<file path="src/page_frame_bitmap_allocator_top_assert.svh">
// ----------------------------------------------------------------------------
// Assertion macros for the page frame bitmap allocator
// Clocked, reset-qualified property checks used by the datapath.
// ----------------------------------------------------------------------------
`ifndef PAGE_FRAME_BITMAP_ALLOCATOR_TOP_ASSERT_SVH
`define PAGE_FRAME_BITMAP_ALLOCATOR_TOP_ASSERT_SVH

// Property must hold at every rising edge outside reset.
`define PFBA_ASSERT(lbl, clk, rstn, prop, msg) \
  lbl: assert property (@(posedge clk) disable iff (!rstn) prop) else $error(msg);

// Expression must never be true outside reset.
`define PFBA_ASSERT_NEVER(lbl, clk, rstn, expr, msg) \
  lbl: assert property (@(posedge clk) disable iff (!rstn) !(expr)) else $error(msg);

`endif

</file>
<file path="src/pfba_pkg.sv">
// ----------------------------------------------------------------------------
// pfba_pkg
// Constants, types and helper functions of the page frame bitmap allocator.
// ----------------------------------------------------------------------------
`timescale 1ns / 1ps
`default_nettype none

package pfba_pkg;

  localparam int FRAME_COUNT = 1024;
  localparam int FRAME_BYTES = 4096;
  localparam int MAP_BYTES   = (FRAME_COUNT + 7) / 8;
  localparam int MAP_AW      = $clog2(MAP_BYTES);

  // fixed field widths
  localparam int FRAME_W = 10;
  localparam int FADDR_W = 22;

  // start-up reservations, in bytes and in frames
  localparam int KERNEL_END    = 32'h0002_0000;
  localparam int HOLE_START    = 32'h000A_0000;
  localparam int HOLE_END      = 32'h0010_0000;
  localparam int KERNEL_FRAMES = KERNEL_END / FRAME_BYTES;
  localparam int HOLE_FIRST    = HOLE_START / FRAME_BYTES;
  localparam int HOLE_LAST     = HOLE_END / FRAME_BYTES;

  localparam logic [7:0] BYTE_FULL = 8'hFF;

  typedef enum logic {
    CMD_ALLOC   = 1'b0,
    CMD_RESERVE = 1'b1
  } command_e;

  // controller to datapath
  typedef struct packed {
    logic load;       // input transfer taken
    logic scan_step;  // advance to next bitmap byte
    logic commit;     // write bitmap byte and set result
    logic out_load;   // move result into output register
  } cmd_t;

  // datapath to controller
  typedef struct packed {
    logic in_reserve;  // incoming item is a reserve
    logic in_range;    // incoming frame index exists
    logic byte_free;   // current byte has a free frame
    logic last_byte;   // current byte is the last of the map
    logic slot_free;   // output register can take a result
  } status_t;

  // bitmap byte as left by the start-up reservations
  function automatic logic [7:0] reset_byte(input logic [MAP_AW-1:0] k);
    logic [7:0] v;
    int         f;
    v = '0;
    for (int b = 0; b < 8; b++) begin
      f = int'(k) * 8 + b;
      v[b] = (f < FRAME_COUNT) &&
             ((f < KERNEL_FRAMES) || ((f >= HOLE_FIRST) && (f < HOLE_LAST)));
    end
    return v;
  endfunction

  // bits past the end of the map count as used
  function automatic logic [7:0] pad_mask(input logic [MAP_AW-1:0] k);
    logic [7:0] v;
    v = '0;
    for (int b = 0; b < 8; b++) begin
      v[b] = (int'(k) * 8 + b) >= FRAME_COUNT;
    end
    return v;
  endfunction

endpackage

`default_nettype wire

</file>
<file path="src/page_frame_bitmap_allocator_top.sv">
// ----------------------------------------------------------------------------
// page_frame_bitmap_allocator_top
// Used/free bitmap over physical page frames with lowest-free allocation.
// ----------------------------------------------------------------------------
// Requests come in on the s_axis channel: tuser is the command (0 allocate the
// lowest free frame, 1 reserve the frame in tdata[9:0]). Each request gives one
// result on m_axis: tuser is ok, tdata holds page number and frame address.
// Allocate scans the bitmap one byte per cycle through the memory read port
// until it finds a byte with a free frame or reaches the last byte (map full).
// A reserve writes its byte, then loads the result; an out-of-range reserve
// loads a failed result without a write. The next request is taken the cycle
// after the result loads.
// One request is in work at a time; a new request is taken once the previous
// result sits in the output register, even while it waits there.
// When the receiver stalls, the finished result is held and the block stops
// before loading the next one. Reset restores the start-up reservations
// (kernel frames below 0x20000 and the hole 0xA0000 to 0x100000) at once via
// per-byte valid bits; no clearing pass is needed.
// ----------------------------------------------------------------------------
`timescale 1ns / 1ps
`default_nettype none

module page_frame_bitmap_allocator_top (
  input  wire logic        clk_i,
  input  wire logic        rst_ni,
  input  wire logic        s_axis_tvalid,
  output logic             s_axis_tready,
  input  wire logic [15:0] s_axis_tdata,   // [9:0] frame_index, [15:10] zero
  input  wire logic        s_axis_tuser,   // [0] command
  output logic             m_axis_tvalid,
  input  wire logic        m_axis_tready,
  output logic [31:0]      m_axis_tdata,   // [9:0] page_number, [31:10] frame_address
  output logic             m_axis_tuser    // [0] ok
);

  pfba_pkg::cmd_t                  cmd;
  pfba_pkg::status_t               stat;
  logic [pfba_pkg::FRAME_W-1:0]    page;
  logic [pfba_pkg::FADDR_W-1:0]    faddr;

  pfba_ctrl u_ctrl (
    .clk_i      (clk_i),
    .rst_ni     (rst_ni),
    .in_valid_i (s_axis_tvalid),
    .in_ready_o (s_axis_tready),
    .stat_i     (stat),
    .cmd_o      (cmd)
  );

  pfba_datapath u_datapath (
    .clk_i        (clk_i),
    .rst_ni       (rst_ni),
    .in_command_i (s_axis_tuser),
    .in_index_i   (s_axis_tdata[pfba_pkg::FRAME_W-1:0]),
    .cmd_i        (cmd),
    .stat_o       (stat),
    .out_valid_o  (m_axis_tvalid),
    .out_ready_i  (m_axis_tready),
    .out_ok_o     (m_axis_tuser),
    .out_page_o   (page),
    .out_faddr_o  (faddr)
  );

  assign m_axis_tdata = {faddr, page};

endmodule

`default_nettype wire

</file>
<file path="src/pfba_ctrl.sv">
// ----------------------------------------------------------------------------
// pfba_ctrl
// Sequencer: takes one request, drives the byte scan or reserve, hands off.
// ----------------------------------------------------------------------------
`timescale 1ns / 1ps
`default_nettype none

module pfba_ctrl (
  input  wire logic            clk_i,
  input  wire logic            rst_ni,
  input  wire logic            in_valid_i,
  output logic                 in_ready_o,
  input  wire pfba_pkg::status_t stat_i,
  output pfba_pkg::cmd_t       cmd_o
);

  localparam logic [1:0] ST_IDLE = 2'd0;
  localparam logic [1:0] ST_SCAN = 2'd1;
  localparam logic [1:0] ST_RSV  = 2'd2;
  localparam logic [1:0] ST_OUT  = 2'd3;

  logic [1:0] state_q, state_d;

  always_comb begin
    state_d    = state_q;
    cmd_o      = '0;
    in_ready_o = 1'b0;
    case (state_q)
      ST_IDLE: begin
        in_ready_o = 1'b1;
        if (in_valid_i) begin
          cmd_o.load = 1'b1;
          if (!stat_i.in_reserve) begin
            state_d = ST_SCAN;
          end else if (stat_i.in_range) begin
            state_d = ST_RSV;
          end else begin
            state_d = ST_OUT;
          end
        end
      end
      ST_SCAN: begin
        if (stat_i.byte_free) begin
          cmd_o.commit = 1'b1;
          state_d      = ST_OUT;
        end else if (stat_i.last_byte) begin
          state_d = ST_OUT;  // map full
        end else begin
          cmd_o.scan_step = 1'b1;
        end
      end
      ST_RSV: begin
        cmd_o.commit = 1'b1;
        state_d      = ST_OUT;
      end
      ST_OUT: begin
        if (stat_i.slot_free) begin
          cmd_o.out_load = 1'b1;
          state_d        = ST_IDLE;
        end
      end
      default: begin
        state_d = ST_IDLE;
      end
    endcase
  end

  always_ff @(posedge clk_i or negedge rst_ni) begin
    if (!rst_ni) begin
      state_q <= ST_IDLE;
    end else begin
      state_q <= state_d;
    end
  end

endmodule

`default_nettype wire

</file>
<file path="src/pfba_datapath.sv">
// ----------------------------------------------------------------------------
// pfba_datapath
// Bitmap memory with per-byte valid bits, scan pointer, result and output regs.
// ----------------------------------------------------------------------------
`timescale 1ns / 1ps
`default_nettype none

`include "page_frame_bitmap_allocator_top_assert.svh"

module pfba_datapath (
  input  wire logic                            clk_i,
  input  wire logic                            rst_ni,
  input  wire logic                            in_command_i,
  input  wire logic [pfba_pkg::FRAME_W-1:0]    in_index_i,
  input  wire pfba_pkg::cmd_t                  cmd_i,
  output pfba_pkg::status_t                    stat_o,
  output logic                                 out_valid_o,
  input  wire logic                            out_ready_i,
  output logic                                 out_ok_o,
  output logic [pfba_pkg::FRAME_W-1:0]         out_page_o,
  output logic [pfba_pkg::FADDR_W-1:0]         out_faddr_o
);

  localparam int AW = pfba_pkg::MAP_AW;
  localparam logic [AW-1:0] LAST_BYTE = AW'(pfba_pkg::MAP_BYTES - 1);

  logic [7:0]                     mem_q [pfba_pkg::MAP_BYTES];
  logic [pfba_pkg::MAP_BYTES-1:0] valid_q;

  logic [AW-1:0]                  rd_addr_q, rd_addr_d;
  logic [7:0]                     rd_data_q;
  logic                           rd_valid_q;
  logic                           rsv_q;
  logic [2:0]                     bit_q;

  logic                           res_ok_q;
  logic [pfba_pkg::FRAME_W-1:0]   res_page_q;
  logic [pfba_pkg::FADDR_W-1:0]   res_faddr_q;

  logic                           out_valid_q;
  logic                           out_ok_q;
  logic [pfba_pkg::FRAME_W-1:0]   out_page_q;
  logic [pfba_pkg::FADDR_W-1:0]   out_faddr_q;

  logic [7:0]                     byte_raw;
  logic [7:0]                     byte_used;
  logic [2:0]                     free_bit;
  logic [7:0]                     set_mask;
  logic [7:0]                     wr_data;
  logic [pfba_pkg::FRAME_W-1:0]   hit_page;

  // unwritten bytes read as their start-up value
  assign byte_raw  = rd_valid_q ? rd_data_q : pfba_pkg::reset_byte(rd_addr_q);
  assign byte_used = byte_raw | pfba_pkg::pad_mask(rd_addr_q);

  always_comb begin
    free_bit = '0;
    for (int b = 7; b >= 0; b--) begin
      if (!byte_used[b]) begin
        free_bit = 3'(b);
      end
    end
  end

  assign set_mask = 8'b1 << (rsv_q ? bit_q : free_bit);
  assign wr_data  = byte_raw | set_mask;
  assign hit_page = pfba_pkg::FRAME_W'({rd_addr_q, free_bit});

  always_comb begin
    rd_addr_d = rd_addr_q;
    if (cmd_i.load) begin
      rd_addr_d = in_command_i ? AW'(in_index_i >> 3) : '0;
    end else if (cmd_i.scan_step) begin
      rd_addr_d = rd_addr_q + 1'b1;
    end
  end

  assign stat_o.in_reserve = (in_command_i == pfba_pkg::CMD_RESERVE);
  assign stat_o.in_range   = 32'(in_index_i) < pfba_pkg::FRAME_COUNT;
  assign stat_o.byte_free  = (byte_used != pfba_pkg::BYTE_FULL);
  assign stat_o.last_byte  = (rd_addr_q == LAST_BYTE);
  assign stat_o.slot_free  = !out_valid_q || out_ready_i;

  // bitmap storage, registered read
  always_ff @(posedge clk_i) begin
    if (cmd_i.commit) begin
      mem_q[rd_addr_q] <= wr_data;
    end
    rd_data_q <= mem_q[rd_addr_d];
  end

  always_ff @(posedge clk_i or negedge rst_ni) begin
    if (!rst_ni) begin
      valid_q    <= '0;
      rd_valid_q <= 1'b0;
      rd_addr_q  <= '0;
    end else begin
      if (cmd_i.commit) begin
        valid_q[rd_addr_q] <= 1'b1;
      end
      rd_valid_q <= valid_q[rd_addr_d];
      rd_addr_q  <= rd_addr_d;
    end
  end

  // request and result registers
  always_ff @(posedge clk_i) begin
    if (cmd_i.load) begin
      rsv_q       <= in_command_i;
      bit_q       <= in_index_i[2:0];
      res_ok_q    <= 1'b0;
      res_page_q  <= '0;
      res_faddr_q <= '0;
    end else if (cmd_i.commit) begin
      res_ok_q <= 1'b1;
      if (!rsv_q) begin
        res_page_q  <= hit_page;
        res_faddr_q <= pfba_pkg::FADDR_W'(32'(hit_page) * pfba_pkg::FRAME_BYTES);
      end
    end
    if (cmd_i.out_load) begin
      out_ok_q    <= res_ok_q;
      out_page_q  <= res_page_q;
      out_faddr_q <= res_faddr_q;
    end
  end

  always_ff @(posedge clk_i or negedge rst_ni) begin
    if (!rst_ni) begin
      out_valid_q <= 1'b0;
    end else if (cmd_i.out_load) begin
      out_valid_q <= 1'b1;
    end else if (out_ready_i) begin
      out_valid_q <= 1'b0;
    end
  end

  assign out_valid_o = out_valid_q;
  assign out_ok_o    = out_ok_q;
  assign out_page_o  = out_page_q;
  assign out_faddr_o = out_faddr_q;

  `PFBA_ASSERT(a_load_slot, clk_i, rst_ni, cmd_i.out_load |-> (!out_valid_q || out_ready_i), "result loaded over a pending transfer")
  `PFBA_ASSERT(a_one_write, clk_i, rst_ni, cmd_i.commit |=> !cmd_i.commit, "two bitmap writes for one request")
  `PFBA_ASSERT_NEVER(a_scan_wrap, clk_i, rst_ni, cmd_i.scan_step && (rd_addr_q == LAST_BYTE), "scan stepped past end of map")

endmodule

`default_nettype wire

</file>
<file path="config.mk">
export PLATFORM = sky130hd
export DESIGN_NAME = page_frame_bitmap_allocator_top
export DESIGN_NICKNAME = d
export VERILOG_FILES = /design/src/pfba_pkg.sv /design/src/page_frame_bitmap_allocator_top.sv /design/src/pfba_ctrl.sv /design/src/pfba_datapath.sv
export VERILOG_INCLUDE_DIRS = /design/src /design/src/src
export SDC_FILE = /design/constraint.sdc
export NUM_CORES = 2
export LEC_CHECK = 0
export ABC_AREA = 0
export BUFFER_PORTS_ARGS = -buffer_cell sky130_fd_sc_hd__buf_4
export CAP_MARGIN = 20
export CELL_PAD_IN_SITES_DETAIL_PLACEMENT = 1
export CELL_PAD_IN_SITES_GLOBAL_PLACEMENT = 1
export CORE_MARGIN = 5
export CORE_UTILIZATION = 35
export CTS_BUF_LIST = sky130_fd_sc_hd__clkbuf_2
export CTS_CLUSTER_SIZE = 12
export DETAILED_ROUTE_END_ITERATION = 6
export MAX_ROUTING_LAYER = met4
export PLACE_DENSITY = 0.62
export SETUP_SLACK_MARGIN = 0.05
export SKIP_CTS_REPAIR_TIMING = 1
export SLEW_MARGIN = 40
export SYNTH_ARGS = -nofsm -noshare
export SYNTH_HDL_FRONTEND = slang
export SYNTH_SLANG_ARGS = --single-unit
</file>
<file path="constraint.sdc">
create_clock -name clk_i -period 14.4 [get_ports clk_i]
set_clock_uncertainty 0.05 [all_clocks]
set_input_delay 2.88 -clock clk_i [delete_from_list [all_inputs] [get_ports clk_i]]
set_output_delay 2.88 -clock clk_i [all_outputs]
set_load 0.02 [all_outputs]
</file>
==> summary.txt <==
Worst-path clk slew -> 0.10 ns
Most Frequent Cell on Critical Path -> buf_4
Maximum number of pins on one net before global-route repair -> 147
Flop pwr share -> 40.2%
Synthesis-to-layout area growth -> 10.9%
Count leader, synth -> edfxtp_1
Final ANT Viol Nets -> 0
Slew of the pin with the lowest slew margin -> 1.04 ns
Core Rows -> 137
Min-delay worst type -> flip-flop to flip-flop
Slew margin rel. -> 30.5%
Setup CP Type -> primary input to flip-flop
Detail Placement HPWL -> 81,700 µm
Synth Flop Type -> edfxtp_1
Final period util -> 52.5%
FF-to-FF setup slack -> 7.43 ns
Root Driver -> clkbuf_2
Asr flop ratio synth -> 11.6%
Max-cap violations -> 0
Critical Path Start Type -> primary input
Cell Count, Final, Fillers Out -> 6,017
Min cycle time layout -> 7.56 ns
Ys Warns -> 0
FF-to-FF End -> u_datapath.rd_valid_q
Tot Pwr -> 12,000 µW
CP max-delay cell -> buf_4
CTS tree -> yes
FILL cells -> 14,800
TritonRoute pass-1 iters -> 5
CORE AREA -> 139,000 µm²
Share of cells above drive strength 1 -> 22.2%
Cells along the critical path -> buf_4, nand2_1, clkinv_1, a2111oi_2, nor3_2, buf_4, buf_4, buf_12, buf_4, buf_12, mux2i_1, mux2i_1, mux2i_1, a22oi_1, nand4_1, nor4_1
Number of flops mapped to enable cells by yosys -> 1,039
Starting Density -> 35.2%
Sw frac -> 42.6%
Gr usage total -> 19.5%
I/O pin total -> 56
Seq cells post-synth -> 1,197
Synthesized area -> 49,000 µm²
Mapped Avg Cell Area -> 13.2 µm²
First-pass GRT wire length -> 210,000 µm
Endpoint type of the worst setup path -> flip-flop
Final Hold Viols -> 0
Initial drt markers -> 2,206
Number of global-route vias before repair -> 32,400
RSZ-0062 raised after global routing -> no
CTS sink cnt -> 1,197
Port bufs -> 37
Synth area leaders -> edfxtp_1 64%, dfrtp_1 7.1%, nand2_1 6.4%, mux2i_1 6.3%, nand3_1 3.3%
Achievable clock frequency -> 0.132 GHz
Pleak -> 0.0197 µW
Crit-path max cell delay -> 0.68 ns
Via count -> 31,500
Fin Setup TNS -> 0 ns
Fin nets -> 3,923
Req. time, crit path -> 15.76 ns
Max rail drop VDD -> 0.161 mV
Drt drc -> 0
Die W -> 384 µm
Commonest cells in the netlist -> 1,039 x edfxtp_1, 839 x nand2_1, 319 x nand3_1
Comb pwr share -> 40.0%
Outcome -> finished, final reports clean
Pins Over Slew Limit -> 0
Final core occ -> 39.0%
Critical path launch point -> s_axis_tvalid
Seq/Total Area, Yosys -> 71.6%
Post-Synthesis Cells -> 3,698
Worst-skew pair later-pin latency -> 1.61 ns
CP max FO -> 108
P_sw -> 5100 µW
Routed WL -> 142,000 µm
Number of setup violations in the final report -> 0
Netlist cell types -> 67
Initial antenna violation count -> 2
Worst reg2reg path depth -> 17
Top cell type's share of synthesized area -> 63.7%
Post-DR wirelength/cell -> 23.6 µm
Total Die Area -> 148,000 µm²
DR vias/cell -> 5.23
Final GP Congestion -> 0.794
Cts bufs inserted -> 330
Inst Count DP -> 5,439
Internal -> 6870 µW
Clk buf depth -> 4
Synth area leader -> edfxtp_1
Overflow after GRT -> 0
Clock power share -> 19.8%
PD cells -> 220 nW/µm²
Setup crit end -> u_datapath.rd_valid_q
Die height -> 384 µm
H-tree depth -> 5
RR Startpoint -> u_ctrl.state_q[1]
CP Data Arrival Time -> 8.92 ns
## kinds of logic after synthesis
group	count (synthesis)	share of synthesized area [%]
buffers and inverters	257	2.71
DFF	1197	71.6
and+or+nand+nor	1604	14.8
adders and majority gates	5	0.128
AOI/OAI and AO/OA	325	4.46
other	1	0.00765
muxes	309	6.32
## state kept, by name, indices dropped and copies added (netlist names)
signal and cells:
u_datapath.res_page_q 10, u_datapath.mem_q 1024, u_datapath.out_ok_o 1, u_datapath.out_faddr_o 10, u_datapath.res_ok_q 1, u_datapath.rd_valid_q 1, u_ctrl.state_q 2, u_datapath.out_valid_o 1
u_datapath.rd_data_q 8, u_datapath.rsv_q 1, u_datapath.bit_q 3, u_datapath.valid_q 128, u_datapath.rd_addr_q 7
## power by group through the flow
stage	Combinational (µW)	Clock (µW)	Sequential [µW]
detailed placement	4790	0	4890
finish	4790	2370	4810
global placement	4620	0	4890
CTS	4800	2450	4810
global route	5120	2640	4840
floorplan	2840	0	5030
## layer usage
layer | vias to the layer above | routed length, µm | GRT usage, %
li1 | 14100 | - | -
met1 | 16200 | 62900 | 25.9
met2 | 905 | 67900 | 30.7
met3 | 276 | 7390 | 3.38
met4 | 0 | 3590 | 6.22
met5 | - | 0 | -
## worst max-delay path: cells and delay by family
kind,cells,cell delay (ns)
AO/OA/AOI/OAI,2,0.29
multiplexers,3,0.52
AND/OR/NAND/NOR,4,1.75
buffers and inverters,7,3.22
## stage by stage
stage	cell area [µm²]	setup slack, ns	hold WS, ns
global route	54300	6.84	0.405
detailed placement	51300	5.15	0.366
finish	54300	6.84	0.388
floorplan	49000	2.93	0.352
CTS	54100	6.95	0.398
global placement	51000	5.23	0.361
## cell type report
| cell class | count | area, µm² | area share, % |
|---|---|---|---|
| flip-flops and latches | 1197 | 35100 | 64.5 |
| multi-input cells | 2255 | 13100 | 24.1 |
| clock buffers | 523 | 2620 | 4.82 |
| well taps | 1876 | 2350 | 4.32 |
| repair buffers | 99 | 935 | 1.72 |
| clock inverters | 44 | 196 | 0.362 |
| inverters | 14 | 72.6 | 0.134 |
| diodes | 9 | 22.5 | 0.0414 |
## cell usage in the layout (no fill, tap or decap), drive strengths merged, types with 14 or more instances in the layout
master and n:
a211oi 54, a21oi 107, a22oi 18, a311oi 18, a31oi 29, and3 18, buf 97, clkbuf 525
clkinv 43, dfrtp 139, dfxtp 19, edfxtp 1039, inv 14, mux2i 307, nand2 839, nand3 320
nand4 56, nor2 146, nor3 26, nor4 38, o21ai 34, o221ai 18, or2 129
## how the worst min path moves through the flow
stage / slack, ns / endpoint / start / cells after the start
finish: 0.39 / u_datapath.out_faddr_o[13] / u_datapath.res_page_q[1] / 0
global route: 0.40 / u_datapath.out_ok_o / u_datapath.res_ok_q / 0
CTS: 0.40 / u_datapath.out_faddr_o[13] / u_datapath.res_page_q[1] / 0
detailed placement: 0.37 / u_datapath.out_faddr_o[17] / u_datapath.res_page_q[5] / 0
global placement: 0.36 / u_datapath.out_faddr_o[17] / u_datapath.res_page_q[5] / 0
floorplan: 0.35 / u_datapath.out_faddr_o[12] / u_datapath.res_page_q[0] / 0
No activity file was read; power rests on OpenSTA's default activity.
